--- src/hdl/stip_pkg.sv ---
// Shared types, constants and character helpers for the string to integer parser.
package stip_pkg;

    // Default sizes of the accumulator and the position counter.
    localparam int VALUE_WIDTH_DEF    = 64;
    localparam int POSITION_WIDTH_DEF = 16;

    // Fixed field widths.
    localparam int CHAR_WIDTH   = 8;
    localparam int BASE_WIDTH   = 6;
    localparam int DIGIT_WIDTH  = 6;
    localparam int OFFSET_WIDTH = 16;
    localparam int RESULT_WIDTH = 64;

    localparam logic [OFFSET_WIDTH-1:0] OFFSET_MAX = '1;

    // Radix codes.
    localparam logic [BASE_WIDTH-1:0] BASE_AUTO    = 6'd0;
    localparam logic [BASE_WIDTH-1:0] BASE_OCTAL   = 6'd8;
    localparam logic [BASE_WIDTH-1:0] BASE_DECIMAL = 6'd10;
    localparam logic [BASE_WIDTH-1:0] BASE_HEX     = 6'd16;
    localparam logic [BASE_WIDTH-1:0] BASE_RESET   = BASE_DECIMAL;

    // Marker for a character that is no digit at all.
    localparam logic [DIGIT_WIDTH-1:0] NO_DIGIT = 6'd63;

    // Character codes.
    localparam logic [CHAR_WIDTH-1:0] CHAR_TAB     = 8'd9;
    localparam logic [CHAR_WIDTH-1:0] CHAR_CR      = 8'd13;
    localparam logic [CHAR_WIDTH-1:0] CHAR_SPACE   = 8'h20;
    localparam logic [CHAR_WIDTH-1:0] CHAR_PLUS    = 8'h2B;
    localparam logic [CHAR_WIDTH-1:0] CHAR_MINUS   = 8'h2D;
    localparam logic [CHAR_WIDTH-1:0] CHAR_ZERO    = 8'h30;
    localparam logic [CHAR_WIDTH-1:0] CHAR_NINE    = 8'h39;
    localparam logic [CHAR_WIDTH-1:0] CHAR_UPPER_A = 8'h41;
    localparam logic [CHAR_WIDTH-1:0] CHAR_UPPER_X = 8'h58;
    localparam logic [CHAR_WIDTH-1:0] CHAR_UPPER_Z = 8'h5A;
    localparam logic [CHAR_WIDTH-1:0] CHAR_LOWER_A = 8'h61;
    localparam logic [CHAR_WIDTH-1:0] CHAR_LOWER_X = 8'h78;
    localparam logic [CHAR_WIDTH-1:0] CHAR_LOWER_Z = 8'h7A;

    // Parse phases; the three unused codes act like the finished phase.
    typedef enum logic [2:0] {
        PH_SKIP,
        PH_SIGNED,
        PH_ZERO,
        PH_DIGITS,
        PH_DONE
    } t_phase;

    // Digit value of a character, NO_DIGIT when it is not 0-9, A-Z or a-z.
    function automatic logic [DIGIT_WIDTH-1:0] digit_of(input logic [CHAR_WIDTH-1:0] c);
        logic [CHAR_WIDTH-1:0] d;
        d = {CHAR_WIDTH{1'b1}};
        if (c >= CHAR_ZERO && c <= CHAR_NINE) begin
            d = c - CHAR_ZERO;
        end else if (c >= CHAR_UPPER_A && c <= CHAR_UPPER_Z) begin
            d = c - CHAR_UPPER_A + 8'd10;
        end else if (c >= CHAR_LOWER_A && c <= CHAR_LOWER_Z) begin
            d = c - CHAR_LOWER_A + 8'd10;
        end
        return (d == {CHAR_WIDTH{1'b1}}) ? NO_DIGIT : d[DIGIT_WIDTH-1:0];
    endfunction

    // White space is tab through carriage return, and space.
    function automatic logic is_space(input logic [CHAR_WIDTH-1:0] c);
        return (c == CHAR_SPACE) || (c >= CHAR_TAB && c <= CHAR_CR);
    endfunction

endpackage

--- src/hdl/stip_if.sv ---
// Handshake channel interfaces for characters, results and the base register.

// Character channel: one character per transaction.
interface stip_char_if;
    logic                            valid;
    logic                            ready;
    logic [stip_pkg::CHAR_WIDTH-1:0] char_code;
    logic                            start_of_string;

    modport source (output valid, output char_code, output start_of_string, input ready);
    modport sink   (input valid, input char_code, input start_of_string, output ready);
endinterface

// Result channel: one converted number per transaction.
interface stip_result_if;
    logic                              valid;
    logic                              ready;
    logic [stip_pkg::RESULT_WIDTH-1:0] value;
    logic                              overflowed;
    logic                              any_digits;
    logic [stip_pkg::OFFSET_WIDTH-1:0] end_offset;

    modport source (output valid, output value, output overflowed, output any_digits,
                    output end_offset, input ready);
    modport sink   (input valid, input value, input overflowed, input any_digits,
                    input end_offset, output ready);
endinterface

// Configuration channel: writes the number base register.
interface stip_cfg_if;
    logic                            valid;
    logic                            ready;
    logic [stip_pkg::BASE_WIDTH-1:0] number_base;

    modport source (output valid, output number_base, input ready);
    modport sink   (input valid, input number_base, output ready);
endinterface

--- src/hdl/string_to_integer_parser.sv ---
// Streaming string to unsigned integer parser, top level.
//
// Usage: characters arrive one per transaction on i_char; start_of_string marks
// the first character of a new string and clears the parse state. The parser
// skips white space, takes an optional sign and an optional 0x/0X prefix, and
// accumulates digits in the base held in the number base register (0 picks
// octal, decimal or hex from the prefix). The first non-digit, NUL included,
// produces one transaction on o_result; later characters produce nothing until
// the next start of string. The base register is written through i_cfg, which
// is always ready; the user must write it only while the parser is idle, as
// the block does not enforce this. A character is registered on acceptance and
// processed once the result slot is free; the result of its stop character is
// then registered and shown on o_result. Throughput is one character per cycle
// while the receiver does not stall; the multiply-add of the accumulator by the base is combinational.
// Reset clears the parse state and sets the base register to 10. When the
// receiver stalls with a result pending, the input register holds and i_char
// ready drops, once that register holds a character, until the result is taken.
module string_to_integer_parser #(
    parameter int VALUE_WIDTH    = stip_pkg::VALUE_WIDTH_DEF,
    parameter int POSITION_WIDTH = stip_pkg::POSITION_WIDTH_DEF
) (
    input  logic                 i_clk,
    input  logic                 i_rst_n,
    stip_char_if.sink            i_char,
    stip_cfg_if.sink             i_cfg,
    stip_result_if.source        o_result
);
    import stip_pkg::*;

    localparam int SUM_WIDTH = VALUE_WIDTH + BASE_WIDTH + 1;
    localparam int EXT_WIDTH = (POSITION_WIDTH > OFFSET_WIDTH) ? POSITION_WIDTH : OFFSET_WIDTH;

    // Configuration and input registers.
    logic [BASE_WIDTH-1:0]     r_cfg_base;
    logic                      r_in_valid;
    logic [CHAR_WIDTH-1:0]     r_in_char;
    logic                      r_in_sos;

    // Parse state.
    t_phase                    r_phase,  n_phase;
    logic                      r_neg,    n_neg;
    logic [VALUE_WIDTH-1:0]    r_acc,    n_acc;
    logic                      r_ovf,    n_ovf;
    logic                      r_dig,    n_dig;
    logic [POSITION_WIDTH-1:0] r_pos,    n_pos;
    logic [BASE_WIDTH-1:0]     r_base,   n_base;

    // Result register.
    logic                      r_out_valid;
    logic [VALUE_WIDTH-1:0]    r_out_value,  n_out_value;
    logic                      r_out_ovf;
    logic                      r_out_any;
    logic [OFFSET_WIDTH-1:0]   r_out_offset, n_out_offset;

    // State as seen by the current character, after a start-of-string clear.
    t_phase                    c_phase;
    logic                      c_neg;
    logic [VALUE_WIDTH-1:0]    c_acc;
    logic                      c_ovf;
    logic                      c_dig;
    logic [POSITION_WIDTH-1:0] c_pos;
    logic [BASE_WIDTH-1:0]     c_base;

    // Decode controls.
    logic [BASE_WIDTH-1:0]     w_eff_base;
    logic                      w_check;
    logic                      w_zero_digit;
    logic [DIGIT_WIDTH-1:0]    w_digit;
    logic                      w_is_digit;
    logic                      w_emit;
    logic                      w_fire;
    logic                      w_out_free;
    logic                      w_cfg_hex_ok;
    logic                      w_is_x;
    logic [SUM_WIDTH-1:0]      w_sum;
    logic [EXT_WIDTH-1:0]      w_pos_ext;

    // Handshake: process the registered character when the result slot is free.
    assign w_out_free   = !r_out_valid || o_result.ready;
    assign w_fire       = r_in_valid && w_out_free;
    assign i_char.ready = !r_in_valid || w_fire;
    assign i_cfg.ready  = 1'b1;

    // Effective state for this character.
    assign c_phase = r_in_sos ? PH_SKIP : r_phase;
    assign c_neg   = r_in_sos ? 1'b0 : r_neg;
    assign c_acc   = r_in_sos ? '0 : r_acc;
    assign c_ovf   = r_in_sos ? 1'b0 : r_ovf;
    assign c_dig   = r_in_sos ? 1'b0 : r_dig;
    assign c_pos   = r_in_sos ? '0 : r_pos;
    assign c_base  = r_in_sos ? BASE_RESET : r_base;

    assign w_cfg_hex_ok = (r_cfg_base == BASE_AUTO) || (r_cfg_base == BASE_HEX);
    assign w_is_x       = (r_in_char == CHAR_LOWER_X) || (r_in_char == CHAR_UPPER_X);
    assign w_digit      = digit_of(r_in_char);
    assign w_is_digit   = (w_digit != NO_DIGIT) && (w_digit < w_eff_base);

    // Next phase, sign and base selection.
    always_comb begin
        n_phase      = c_phase;
        n_neg        = c_neg;
        n_base       = c_base;
        w_eff_base   = c_base;
        w_check      = 1'b0;
        w_zero_digit = 1'b0;
        unique case (c_phase)
            PH_SKIP, PH_SIGNED: begin
                if (c_phase == PH_SKIP && is_space(r_in_char)) begin
                    n_phase = c_phase;
                end else if (c_phase == PH_SKIP && r_in_char == CHAR_MINUS) begin
                    n_neg   = 1'b1;
                    n_phase = PH_SIGNED;
                end else if (c_phase == PH_SKIP && r_in_char == CHAR_PLUS) begin
                    n_phase = PH_SIGNED;
                end else if (r_in_char == CHAR_ZERO && w_cfg_hex_ok) begin
                    n_phase = PH_ZERO;
                end else begin
                    w_eff_base = (r_cfg_base == BASE_AUTO) ? BASE_DECIMAL : r_cfg_base;
                    n_base     = w_eff_base;
                    n_phase    = PH_DIGITS;
                    w_check    = 1'b1;
                end
            end
            PH_ZERO: begin
                if (w_is_x) begin
                    n_base  = BASE_HEX;
                    n_phase = PH_DIGITS;
                end else begin
                    // The held zero counts as a digit.
                    w_eff_base   = (r_cfg_base == BASE_AUTO) ? BASE_OCTAL : r_cfg_base;
                    n_base       = w_eff_base;
                    n_phase      = PH_DIGITS;
                    w_zero_digit = 1'b1;
                    w_check      = 1'b1;
                end
            end
            PH_DIGITS: begin
                w_check = 1'b1;
            end
            default: begin
                n_phase = c_phase;
            end
        endcase
        if (w_check && !w_is_digit) begin
            n_phase = PH_DONE;
        end
    end

    // Accumulator, flags and result fields.
    always_comb begin
        w_sum        = SUM_WIDTH'(c_acc) * SUM_WIDTH'(w_eff_base) + SUM_WIDTH'(w_digit);
        n_acc        = c_acc;
        n_ovf        = c_ovf;
        n_dig        = c_dig || w_zero_digit;
        n_pos        = (c_pos != {POSITION_WIDTH{1'b1}}) ? c_pos + 1'b1 : c_pos;
        w_emit       = w_check && !w_is_digit;
        if (w_check && w_is_digit) begin
            n_dig = 1'b1;
            if (!c_ovf) begin
                if (|w_sum[SUM_WIDTH-1:VALUE_WIDTH]) begin
                    n_ovf = 1'b1;
                end else begin
                    n_acc = w_sum[VALUE_WIDTH-1:0];
                end
            end
        end
        // Result on the stop character.
        if (c_ovf) begin
            n_out_value = '1;
        end else if (c_neg) begin
            n_out_value = '0 - c_acc;
        end else begin
            n_out_value = c_acc;
        end
        w_pos_ext = EXT_WIDTH'(c_pos);
        if (!n_dig) begin
            n_out_offset = '0;
        end else if (w_pos_ext > EXT_WIDTH'(OFFSET_MAX)) begin
            n_out_offset = OFFSET_MAX;
        end else begin
            n_out_offset = w_pos_ext[OFFSET_WIDTH-1:0];
        end
    end

    // Configuration register.
    always_ff @(posedge i_clk) begin
        if (!i_rst_n) begin
            r_cfg_base <= BASE_RESET;
        end else if (i_cfg.valid) begin
            r_cfg_base <= i_cfg.number_base;
        end
    end

    // Input register.
    always_ff @(posedge i_clk) begin
        if (!i_rst_n) begin
            r_in_valid <= 1'b0;
        end else if (i_char.ready) begin
            r_in_valid <= i_char.valid;
        end
    end

    always_ff @(posedge i_clk) begin
        if (i_char.valid && i_char.ready) begin
            r_in_char <= i_char.char_code;
            r_in_sos  <= i_char.start_of_string;
        end
    end

    // Parse state update.
    always_ff @(posedge i_clk) begin
        if (!i_rst_n) begin
            r_phase <= PH_SKIP;
            r_neg   <= 1'b0;
            r_acc   <= '0;
            r_ovf   <= 1'b0;
            r_dig   <= 1'b0;
            r_pos   <= '0;
            r_base  <= BASE_RESET;
        end else if (w_fire) begin
            r_phase <= n_phase;
            r_neg   <= n_neg;
            r_acc   <= n_acc;
            r_ovf   <= n_ovf;
            r_dig   <= n_dig;
            r_pos   <= n_pos;
            r_base  <= n_base;
        end
    end

    // Result register.
    always_ff @(posedge i_clk) begin
        if (!i_rst_n) begin
            r_out_valid <= 1'b0;
        end else if (w_fire && w_emit) begin
            r_out_valid <= 1'b1;
        end else if (o_result.ready) begin
            r_out_valid <= 1'b0;
        end
    end

    always_ff @(posedge i_clk) begin
        if (w_fire && w_emit) begin
            r_out_value  <= n_out_value;
            r_out_ovf    <= c_ovf;
            r_out_any    <= n_dig;
            r_out_offset <= n_out_offset;
        end
    end

    assign o_result.valid      = r_out_valid;
    assign o_result.value      = RESULT_WIDTH'(r_out_value);
    assign o_result.overflowed = r_out_ovf;
    assign o_result.any_digits = r_out_any;
    assign o_result.end_offset = r_out_offset;

    // An overflowed result is all ones.
    a_ovf_ones: assert property (@(posedge i_clk) disable iff (!i_rst_n)
        (r_out_valid && r_out_ovf) |-> (r_out_value == {VALUE_WIDTH{1'b1}}))
        else $error("overflowed result is not all ones");

    // A result without digits is zero at offset zero.
    a_no_digits: assert property (@(posedge i_clk) disable iff (!i_rst_n)
        (r_out_valid && !r_out_any) |-> (r_out_value == '0 && r_out_offset == '0 && !r_out_ovf))
        else $error("result without digits is not empty");

    // A produced result leaves the parser finished.
    a_done_after: assert property (@(posedge i_clk) disable iff (!i_rst_n)
        (w_fire && w_emit) |=> (r_phase == PH_DONE && r_out_valid))
        else $error("parser not finished after a result");

    // Overflow is only possible after a digit.
    a_ovf_dig: assert property (@(posedge i_clk) disable iff (!i_rst_n)
        r_ovf |-> r_dig)
        else $error("overflow flagged without a digit");

    // The latched base is never zero while digits are taken.
    a_base_set: assert property (@(posedge i_clk) disable iff (!i_rst_n)
        (r_phase == PH_DIGITS) |-> (r_base != BASE_AUTO))
        else $error("zero base in digit phase");

endmodule

--- src/flat_wrapper.sv ---
// flat-port wrapper written by rule: the top's interface ports become plain ports
module string_to_integer_parser_flat import stip_pkg::*;
#(
    parameter int VALUE_WIDTH    = stip_pkg::VALUE_WIDTH_DEF,
    parameter int POSITION_WIDTH = stip_pkg::POSITION_WIDTH_DEF
)
  (i_clk, i_rst_n, i_char_valid, i_char_char_code, i_char_start_of_string, i_char_ready, i_cfg_valid, i_cfg_number_base, i_cfg_ready, o_result_valid, o_result_value, o_result_overflowed, o_result_any_digits, o_result_end_offset, o_result_ready);
  stip_char_if i_char_i ();
  stip_cfg_if i_cfg_i ();
  stip_result_if o_result_i ();
  input  logic i_clk;
  input  logic i_rst_n;
  input wire logic [$bits(i_char_i.valid)-1:0] i_char_valid;
  input wire logic [$bits(i_char_i.char_code)-1:0] i_char_char_code;
  input wire logic [$bits(i_char_i.start_of_string)-1:0] i_char_start_of_string;
  output wire logic [$bits(i_char_i.ready)-1:0] i_char_ready;
  input wire logic [$bits(i_cfg_i.valid)-1:0] i_cfg_valid;
  input wire logic [$bits(i_cfg_i.number_base)-1:0] i_cfg_number_base;
  output wire logic [$bits(i_cfg_i.ready)-1:0] i_cfg_ready;
  output wire logic [$bits(o_result_i.valid)-1:0] o_result_valid;
  output wire logic [$bits(o_result_i.value)-1:0] o_result_value;
  output wire logic [$bits(o_result_i.overflowed)-1:0] o_result_overflowed;
  output wire logic [$bits(o_result_i.any_digits)-1:0] o_result_any_digits;
  output wire logic [$bits(o_result_i.end_offset)-1:0] o_result_end_offset;
  input wire logic [$bits(o_result_i.ready)-1:0] o_result_ready;
  assign i_char_i.valid = i_char_valid;
  assign i_char_i.char_code = i_char_char_code;
  assign i_char_i.start_of_string = i_char_start_of_string;
  assign i_char_ready = i_char_i.ready;
  assign i_cfg_i.valid = i_cfg_valid;
  assign i_cfg_i.number_base = i_cfg_number_base;
  assign i_cfg_ready = i_cfg_i.ready;
  assign o_result_valid = o_result_i.valid;
  assign o_result_value = o_result_i.value;
  assign o_result_overflowed = o_result_i.overflowed;
  assign o_result_any_digits = o_result_i.any_digits;
  assign o_result_end_offset = o_result_i.end_offset;
  assign o_result_i.ready = o_result_ready;
  string_to_integer_parser #(.VALUE_WIDTH(VALUE_WIDTH), .POSITION_WIDTH(POSITION_WIDTH)) u_core (.i_clk(i_clk), .i_rst_n(i_rst_n), .i_char(i_char_i), .i_cfg(i_cfg_i), .o_result(o_result_i));
endmodule
--- config.mk ---
export PLATFORM = sky130hd
export DESIGN_NAME = string_to_integer_parser_flat
export DESIGN_NICKNAME = d
export VERILOG_FILES = /design/src/hdl/stip_pkg.sv /design/src/hdl/stip_if.sv /design/src/hdl/string_to_integer_parser.sv /design/src/flat_wrapper.sv
export SDC_FILE = /design/constraint.sdc
export NUM_CORES = 1
export LEC_CHECK = 0
export BUFFER_PORTS_ARGS = -buffer_cell sky130_fd_sc_hd__buf_2
export CORE_UTILIZATION = 50
export DETAILED_ROUTE_END_ITERATION = 10
export PLACE_DENSITY = 0.74
export SETUP_SLACK_MARGIN = 0.4
export SKIP_LAST_GASP = 1
export SLEW_MARGIN = 30
export SYNTH_ARGS = -nofsm -noshare
export SYNTH_HDL_FRONTEND = slang
export SYNTH_SLANG_ARGS = --single-unit
--- constraint.sdc ---
create_clock -name i_clk -period 8 [get_ports i_clk]
set_clock_uncertainty 0.05 [all_clocks]
set_input_delay 2.4 -clock i_clk [delete_from_list [all_inputs] [get_ports i_clk]]
set_output_delay 2.4 -clock i_clk [all_outputs]
set_load 0.02 [all_outputs]
=== Word level (Yosys, flattened, before mapping) ===
Cells that the tools add are included.

* Shifts and indexed selects: 0
* Bitwise gates (word level): 0
* Order comparisons: 10
* Reduce and logical (&&, ||, !) cells: 28
* Muxes and demuxes: 49
* Eq/ne operators: 13
* Divide/modulo/power cells: 0
* Multipliers: 1
* Add/subtract/negate cells: 8

{| class="wikitable"
|+ Operator list
! operator !! number
|-
| $mux W64 || 5
|-
| $add A70 B6 Y71 || 1
|-
| $mul A64 B6 Y70 || 1
|-
| $sub A1 B64 Y64 const A || 1
|-
| $mux W6 || 10
|-
| $mux W16 || 3
|-
| $eq A8 B6 Y1 const B || 4
|-
| $mux W8 || 3
|-
| $pmux W6 S2 || 2
|-
| $mux W1 || 19
|-
| $add A16 B1 Y16 const B || 1
|-
| $add A8 B4 Y8 const B || 2
|-
| $eq A8 B7 Y1 const B || 2
|-
| $ge A8 B7 Y1 const B || 2
|-
| $gt A16 B16 Y1 const B || 1
|-
| $le A8 B7 Y1 const B || 2
|-
| $ne A16 B16 Y1 const B || 1
|-
| $sub A8 B7 Y8 const B || 2
|-
| $mux W3 || 5
|-
| $logic_and A1 B1 Y1 || 14
|-
| $eq A8 B8 Y1 const B || 1
|-
| $ge A8 B4 Y1 const B || 1
|-
| $ge A8 B6 Y1 const B || 1
|-
| $le A8 B4 Y1 const B || 1
|-
| other kinds (16) || 24
|}

* Latch bits: 0
* Bits in read-only memories: 0
* Output and inout bits: 85
* Word-level logic and storage cells: 125
* Register bits: 191
* Bits in writable memories: 0
* Memories: 0
* Input port bits: 20

=== Logic depth before layout (Yosys ltp) ===
Gate-level depths: netlist of run 1.

* Depth after elaboration: 14
* Depth in mapped cells: 35
* Mapped depth without buffers: 31

=== Worst setup path after synthesis of run 1 ===
No wires, ideal clock.

* Kind: reg-to-reg
* Start point: register u_core.r_in_char[0]
* End point: register u_core.r_acc[31]
* Library setup time: 0.123 ns
* Arrival time: 7.968 ns
* Clock period less this slack: 8.141 ns
* Stages on the path, launching flop included: 34
* Buffers on the path: 4
* Setup slack: -0.141 ns
* Data required time: 7.827 ns
* Path through: edfxtp_1 > inv_1 > ha_1 > o21a_1 > a31oi_1 > o21a_1 > o211ai_2 > nand2_1 > a21oi_1 > or2_2 > a22oi_1 > clkbuf_1 > clkbuf_1 > nor2_1 > fa_1 > inv_1 > fa_1 > inv_1 > fa_1 > fa_1 > ha_1 > a21o_1 > a31o_1 > o2111ai_2 > nand3_2 > a2111oi_2 > nor4_1 > or3_1 > a211o_1 > nor4_4 > o21a_1 > buf_4 > buf_4 > o21ai_1

* Cells in the longest elaborated chain, start to end: 13
* Elaborated cells on any way between the ends: 56
* Classes of those cells: add/sub (6); mul (1); order compare (9); eq/ne (8); mux (19); reduce/logical (13)

{| class="wikitable"
|+ Ends and longest elaborated chain
! item !! line !! RTL
|-
| start: declaration || string_to_integer_parser.sv:36 || <nowiki>logic [CHAR_WIDTH-1:0] r_in_char;</nowiki>
|-
| start signal: assignment || string_to_integer_parser.sv:205 || <nowiki>r_in_char <= i_char.char_code;</nowiki>
|-
| parallel branches: the longest is 12 deep, another holds $add A70 B6 Y71 || n/a ||
|-
| $mux W64 * || string_to_integer_parser.sv:157 || <nowiki>if (w_check && w_is_digit) begin</nowiki>
|-
| end signal: assignment || string_to_integer_parser.sv:223 || <nowiki>r_acc <= n_acc;</nowiki>
|-
| end: declaration || string_to_integer_parser.sv:42 || <nowiki>logic [VALUE_WIDTH-1:0] r_acc, n_acc;</nowiki>
|}

Mark *: on every way between the ends.
A chain may end at the register's enable or synchronous reset.

=== Worst setup path in the final report of run 1 ===
* Start point: register u_core.r_in_char[0]
* End point: register u_core.r_acc[43]

The elaborated chain is that of the path after synthesis.

==> results of run 1 <==
kinds of logic (layout without fill, tap and decap cells):
| family | count (synthesis) | in the layout | share of synthesized area (%) |
|---|---|---|---|
| compound gates | 561 | 561 | 15.3 |
| xor+xnor | 131 | 131 | 5.17 |
| fa+ha+maj | 419 | 419 | 32.2 |
| buf+inv | 220 | 481 | 3.85 |
| flops | 191 | 191 | 21.3 |
| mux | 10 | 10 | 0.457 |
| other cells | 1 | 1 | 0.0169 |
| simple gates | 1078 | 1078 | 21.7 |
critical path, delay by kind of cell (launching register included):
kind / cells / cell delay (ns)
AND/OR/NAND/NOR: 3 / 0.37
flip-flops: 1 / 0.49
AO/OA/AOI/OAI: 13 / 2.27
XOR/XNOR: 1 / 0.23
buffers and inverters: 14 / 1.88
adder cells (fa/ha/maj): 6 / 2.47
path summary, 6_finish.rpt:
path                            slack [ns]               end  cells after the start
worst max-delay path                  0.09  u_core.r_acc[43]                     37
worst min register to register        0.45  u_core.r_base[5]                      2
worst min-delay path                  0.45  u_core.r_base[5]                      2
worst max register to register        0.09  u_core.r_acc[43]                     37
through the flow:
stage / area, um2 / total power, mW
floorplan: 22300 / 1.27
global placement: 24700 / 1.39
detailed placement: 24800 / 1.40
global route: 27600 / 2.34
CTS: 26000 / 2.22
finish: 27600 / 2.28
timing repair:
action                                  in CTS  in global routing
pin swaps                                   41                130
hold buffers                                 0                  0
gates resized for setup                     79                188
buffers inserted                            28                 26
endpoints found under the hold margin        0                  0
endpoints found under the setup margin      65                 65
gates cloned                                 8                 10
power by group through the flow:
| stage | logic (mW) | registers, mW | clock network [mW] |
|---|---|---|---|
| after floorplan | 0.159 | 1.12 | 0 |
| after global placement | 0.305 | 1.09 | 0 |
| after detailed placement | 0.311 | 1.09 | 0 |
| after CTS | 0.360 | 1.07 | 0.790 |
| after global routing | 0.436 | 1.07 | 0.829 |
| final | 0.421 | 1.07 | 0.790 |
registers in the layout, indices dropped and copies added (netlist names):
register and cells:
u_core.r_neg 1, u_core.r_pos 16, u_core.r_acc 64, u_core.o_result.overflowed 1, u_core.r_in_valid 1, u_core.o_result.any_digits 1
u_core.r_dig 1, u_core.r_in_char 8, u_core.r_base 6, u_core.o_result.valid 1, u_core.r_phase 3, u_core.o_result.value 64
u_core.o_result.end_offset 16, u_core.r_ovf 1, u_core.r_in_sos 1, u_core.r_cfg_base 6
final cells by class:
type / count / share of cell area [%]
Multi-Input combinational cell: 2200 / 65.3
Sequential cell: 191 / 17.2
Timing Repair Buffer: 387 / 12.1
Tap cell: 585 / 2.65
Clock buffer: 20 / 1.66
Inverter: 63 / 0.862
Clock inverter: 11 / 0.245
cells in the final DEF (no fill, tap or decap), types with 61 or more instances in the layout:
cell type,instances
nor2_1,497
nand2_1,257
fa_1,246
buf_4,227
a21oi_1,151
buf_2,102
o21ai_0,101
ha_1,100
dfxtp_1,99
edfxtp_1,91
nand4_1,90
xor2_1,83
o21ai_1,61
metal layers:
metal  routed length, um  global-route usage (%)  share of wire, %
met2               35200                    53.3                46
met1               29900                    43.5                39
met5                   0                       0                 0
met4                3910                    13.6               5.1
met3                8180                    6.50                11
==> flow_metrics.py, run 1 <==
metrics = {
    "logic_synthesis": {
        "synth_top_area_cell": "fa_1",
        "synth_cells": 2611,
        "synth_most_common_cell": "nor2_1",
        "async_reset_ff_share_pct": 0,
        "synth-seq-cells": 191,
        "yosysWarnings": 0,
        "syn_nets": 3050,
        "syn-cell-area_um2": 22200,
        "synth_commonest_cells": "507 x nor2_1, 263 x nand2_1, 252 x fa_1, 188 x a21oi_1, 167 x ha_1",
        "synth_top_area_share_pct": 22.7,
        "yosysSeqAreaShare_pct": 21.3,
        "synth_edf_count": 91,
        "ys_top_cells_by_area": "fa_1 23%, edfxtp_1 12%, ha_1 9.4%",
        "synth_cell_types": 81,
        "synth_ff_type": "dfxtp_1",
        "syn_avg_cell_area_um2": 8.50,
    },
    "floorplanning": {
        "dieArea_um2": 45200,
        "initial_utilization_pct": 51.1,
        "die_w_um": 213,
        "io_pins": 105,
        "core_area_um2": 43500,
        "rows": 76,
        "die_y_um": 213,
    },
    "pwr": {
        "power_frac_seq_pct": 46.8,
        "clockPowerShare_pct": 34.7,
        "max-vdd-ir-drop_mv": 0.165,
        "p_sw_mw": 0.668,
        "power_density_nw_per_um2": 82.6,
        "swShare_pct": 29.3,
        "intPower_mw": 1.61,
        "p_leak_nw": 12.4,
        "pwr-share-comb_pct": 18.5,
    },
    "drt": {
        "first_pass_iters": 6,
        "drcViolationCount": 0,
        "vias_per_cell": 6.28,
        "wire_per_inst_um": 22.3,
        "ant_nets": 0,
        "drt_iter0_drc": 2580,
        "dr_total_vias": 21719,
        "routed_wl_um": 77100,
    },
    "timing": {
        "min_period_ns": 7.91,
        "final-max-slew-violation-count": 0,
        "timing.hold.ws_ns": 0.453,
        "setup_slack_ns": 0.0858,
        "worst_slew_pin_slew_ns": 0.824,
        "relSlewSlack_pct": 45.0,
        "setup-violations-final": 0,
        "tns_ns": 0,
        "fin_crit_sh_pct": 98.9,
        "rsz0062_at_grt": "yes",
        "hold_viol_final": 0,
        "max_freq_mhz": 126,
    },
    "placed_design": {
        "io_buffers": 103,
        "numPlacedInstances": 3354,
        "pre_cts_slack_ns": -0.209,
        "place_congestion": 1.02,
        "dp_hpwl_um": 55100,
    },
    "clocking": {
        "root_buffer": "clkbuf_16",
        "numCtsBuffers": 17,
        "clk_latency_ns": 0.46,
        "clock_sinks": 191,
        "clk_path_buf_depth": 2,
        "clkTransAtPathRegs_ns": 0.07,
        "tritoncts": "built",
        "cts.htree.levels": 4,
    },
    "layout": {
        "multi_input_area_um2": 18000,
        "ff_latch_area_um2": 4740,
        "area_growth_syn_to_layout_pct": 24.3,
        "final_cells": 3457,
        "antenna_cells": 0,
        "num-fill-cells": 3476,
        "layout.nets": 3299,
        "drive_above_1_share_pct": 21.9,
        "fin_util_pct": 63.5,
    },
    "hold_path": {
        "hp-class": "flip-flop to flip-flop",
        "hold_start": "u_core.r_base[5]",
    },
    "grt": {
        "grt_pass1_vias": 21417,
        "grt_start_max_net_pins": 69,
        "gr-total-overflow": 0,
        "antenna_found_initial": 1,
        "grt_pass1_wl_um": 116000,
        "track_usage_pct": 33.1,
    },
    "critical_path": {
        "cp-startpoint": "u_core.r_in_char[0]",
        "cp-end-kind": "flip-flop",
        "cp.arrival_ns": 8.20,
        "slowest_delay_ns": 0.55,
        "critPathLaunchType": "flip-flop",
        "crit_top_cell": "buf_4",
        "crit_slowest_cell": "fa_1",
        "critPathKind": "flip-flop to flip-flop",
        "worstPathRequired_ns": 8.29,
        "path_max_fanout": 22,
        "r2r-start": "u_core.r_in_char[0]",
    },
    "run_status": {
        "outcome": "complete, no violations",
    },
    "run": {
        "cap_violations": 0,
    },
}
(Power assumes the default switching activity.)
==> inputs of run 2 (changes only) <==
--- a/config.mk
+++ b/config.mk
@@ -8,7 +8,7 @@
 export BUFFER_PORTS_ARGS = -buffer_cell sky130_fd_sc_hd__buf_2
 export CORE_UTILIZATION = 50
 export DETAILED_ROUTE_END_ITERATION = 10
-export PLACE_DENSITY = 0.74
+export PLACE_DENSITY = 0.71
 export SETUP_SLACK_MARGIN = 0.4
 export SKIP_LAST_GASP = 1
 export SLEW_MARGIN = 30
==> constraint.sdc (replaced) <==
create_clock -name i_clk -period 8.3 [get_ports i_clk]
set_clock_uncertainty 0.05 [all_clocks]
set_input_delay 2.49 -clock i_clk [delete_from_list [all_inputs] [get_ports i_clk]]
set_output_delay 2.49 -clock i_clk [all_outputs]
set_load 0.02 [all_outputs]
==> flow_metrics.py, run 2 (synthesized netlist as in run 1, its figures left out) <==
metrics = {
    "layout": {
        "drive_above_1_share_pct": 18.8,
        "final_cell_mix": "500 x nor2_1, 258 x nand2_1, 249 x fa_1",
        "final_common_cell": "nor2_1",
        "num-fill-cells": 3670,
        "area_growth_syn_to_layout_pct": 20.9,
        "layout.nets": 3206,
    },
    "pwr": {
        "swShare_pct": 30.6,
        "power_density_nw_per_um2": 83.6,
        "max-vdd-ir-drop_mv": 0.125,
        "clockPowerShare_pct": 35.6,
        "power_frac_seq_pct": 45.9,
        "p_sw_mw": 0.687,
        "total_power_mw": 2.24,
        "intPower_mw": 1.55,
        "p_leak_nw": 12.0,
        "pwr-share-comb_pct": 18.5,
    },
    "drt": {
        "wire_per_inst_um": 22.7,
        "drt_iter0_drc": 2251,
        "ant_nets": 0,
        "first_pass_iters": 6,
        "drcViolationCount": 0,
        "routed_wl_um": 76500,
        "dr_total_vias": 21235,
        "vias_per_cell": 6.31,
    },
    "critical_path": {
        "critPathKind": "flip-flop to flip-flop",
        "critPathLaunchType": "flip-flop",
        "cp.arrival_ns": 8.34,
        "slowest_delay_ns": 0.53,
        "worstPathRequired_ns": 8.64,
        "crit_slowest_cell": "fa_1",
        "path_max_fanout": 17,
        "cp-end-kind": "flip-flop",
        "crit_top_cell": "buf_12",
    },
    "placed_design": {
        "place_congestion": 1.01,
        "io_buffers": 103,
        "dp_hpwl_um": 53800,
    },
    "floorplanning": {
        "initial_utilization_pct": 51.1,
        "rows": 76,
        "die_y_um": 213,
        "dieArea_um2": 45200,
        "die_w_um": 213,
        "io_pins": 105,
        "core_area_um2": 43500,
    },
    "timing": {
        "setup-violations-final": 0,
        "worst_slew_pin_slew_ns": 0.820,
        "hold_viol_final": 0,
        "final-max-slew-violation-count": 0,
        "rsz0062_at_grt": "yes",
        "max_freq_mhz": 125,
        "tns_ns": 0,
        "min_period_ns": 8.00,
        "fin_crit_sh_pct": 96.4,
        "timing.hold.ws_ns": 0.449,
        "relSlewSlack_pct": 45.3,
    },
    "clocking": {
        "numCtsBuffers": 17,
        "clk_latency_ns": 0.46,
        "clock_sinks": 191,
        "cts.htree.levels": 4,
        "root_buffer": "clkbuf_16",
        "tritoncts": "built",
        "cts_hold_buffers": 0,
        "clkTransAtPathRegs_ns": 0.08,
        "clk_path_buf_depth": 2,
    },
    "grt": {
        "grt_pass1_wl_um": 114000,
        "grt_pass1_vias": 20467,
        "track_usage_pct": 32.6,
        "grt_start_max_net_pins": 100,
        "gr-total-overflow": 0,
        "antenna_found_initial": 0,
    },
    "hold_path": {
        "hp-class": "flip-flop to flip-flop",
    },
    "run_status": {
        "outcome": "complete, no violations",
    },
    "run": {
        "cap_violations": 0,
    },
}
run 2: cell count changes in the layout (fill, tap and decap cells not counted), moves of 11 or more:
cell and delta:
ha_4 -16, o21ai_1 -20, ha_1 +15, buf_4 -104, o21ai_0 +11, a21oi_1 +13
run 2: per-stage QoR:
| step | instances | instance area [um2] | setup WS [ns] | utilization (%) |
|---|---|---|---|---|
| global placement | 3243 | 23800 | 0.113 | 54.7 |
| detailed placement | 3243 | 23800 | 0.0288 | 54.7 |
| finish | 3366 | 26800 | 0.298 | 61.7 |
| global route | 3365 | 26800 | 0.0933 | 61.7 |
| CTS | 3316 | 25200 | 0.311 | 57.9 |
| floorplan | 2611 | 22200 | 0.432 | - |
run 2: critical path, delay by kind of cell (launching register included):
| family | cells | cell delay (ns) |
|---|---|---|
| xor gates and xnor gates | 1 | 0.24 |
| buffers and inverters | 10 | 1.43 |
| adders and majority gates | 6 | 2.35 |
| and+or+nand+nor | 5 | 0.70 |
| DFF | 1 | 0.46 |
| AOI/OAI and AO/OA | 14 | 2.69 |
run 2: cell type report:
type / count / area, um2 / share of cell area, %
antenna: 1 / 2.50 / 0.00933
clock buffer: 17 / 425 / 1.59
clock inverter: 15 / 135 / 0.504
inverter: 63 / 238 / 0.886
multi-input combinational: 2201 / 17800 / 66.4
sequential: 191 / 4740 / 17.7
tap: 585 / 732 / 2.73
timing repair buffer: 293 / 2730 / 10.2
run 2: power by group through the flow:
stage          Sequential, mW  Clock (mW)  Combinational [mW]
3_3_place_gp             1.05           0               0.283
4_1_cts                  1.03       0.800               0.334
3_5_place_dp             1.05           0               0.285
2_1_floorplan            1.07           0               0.146
5_1_grt                  1.03       0.834               0.429
6_report                 1.03       0.799               0.415
run 2: worst paths after layout:
check                            from  slack [ns]  cells after the start          endpoint
setup / recovery  u_core.r_in_char[0]        0.30                     36  u_core.r_acc[15]
hold / removal       u_core.r_base[2]        0.45                      2  u_core.r_base[2]
hold reg to reg      u_core.r_base[2]        0.45                      2  u_core.r_base[2]
setup reg to reg  u_core.r_in_char[0]        0.30                     36  u_core.r_acc[15]
run 2: metal layers:
| metal | track usage, % | wire length (um) | up-vias |
|---|---|---|---|
| met1 | 44.5 | 31300 | 10409 |
| li1 | - | - | 9365 |
| met2 | 52.4 | 34700 | 1282 |
| met5 | 0 | 0 | - |
| met3 | 5.60 | 7900 | 179 |
| met4 | 11.2 | 2660 | 0 |
run 2: timing repair:
action / CTS / global route
buffers inserted: 33 / 37
resized for setup: 78 / 198
cloned: 8 / 10
setup endpoints to repair: 65 / 65
pin swaps: 29 / 88
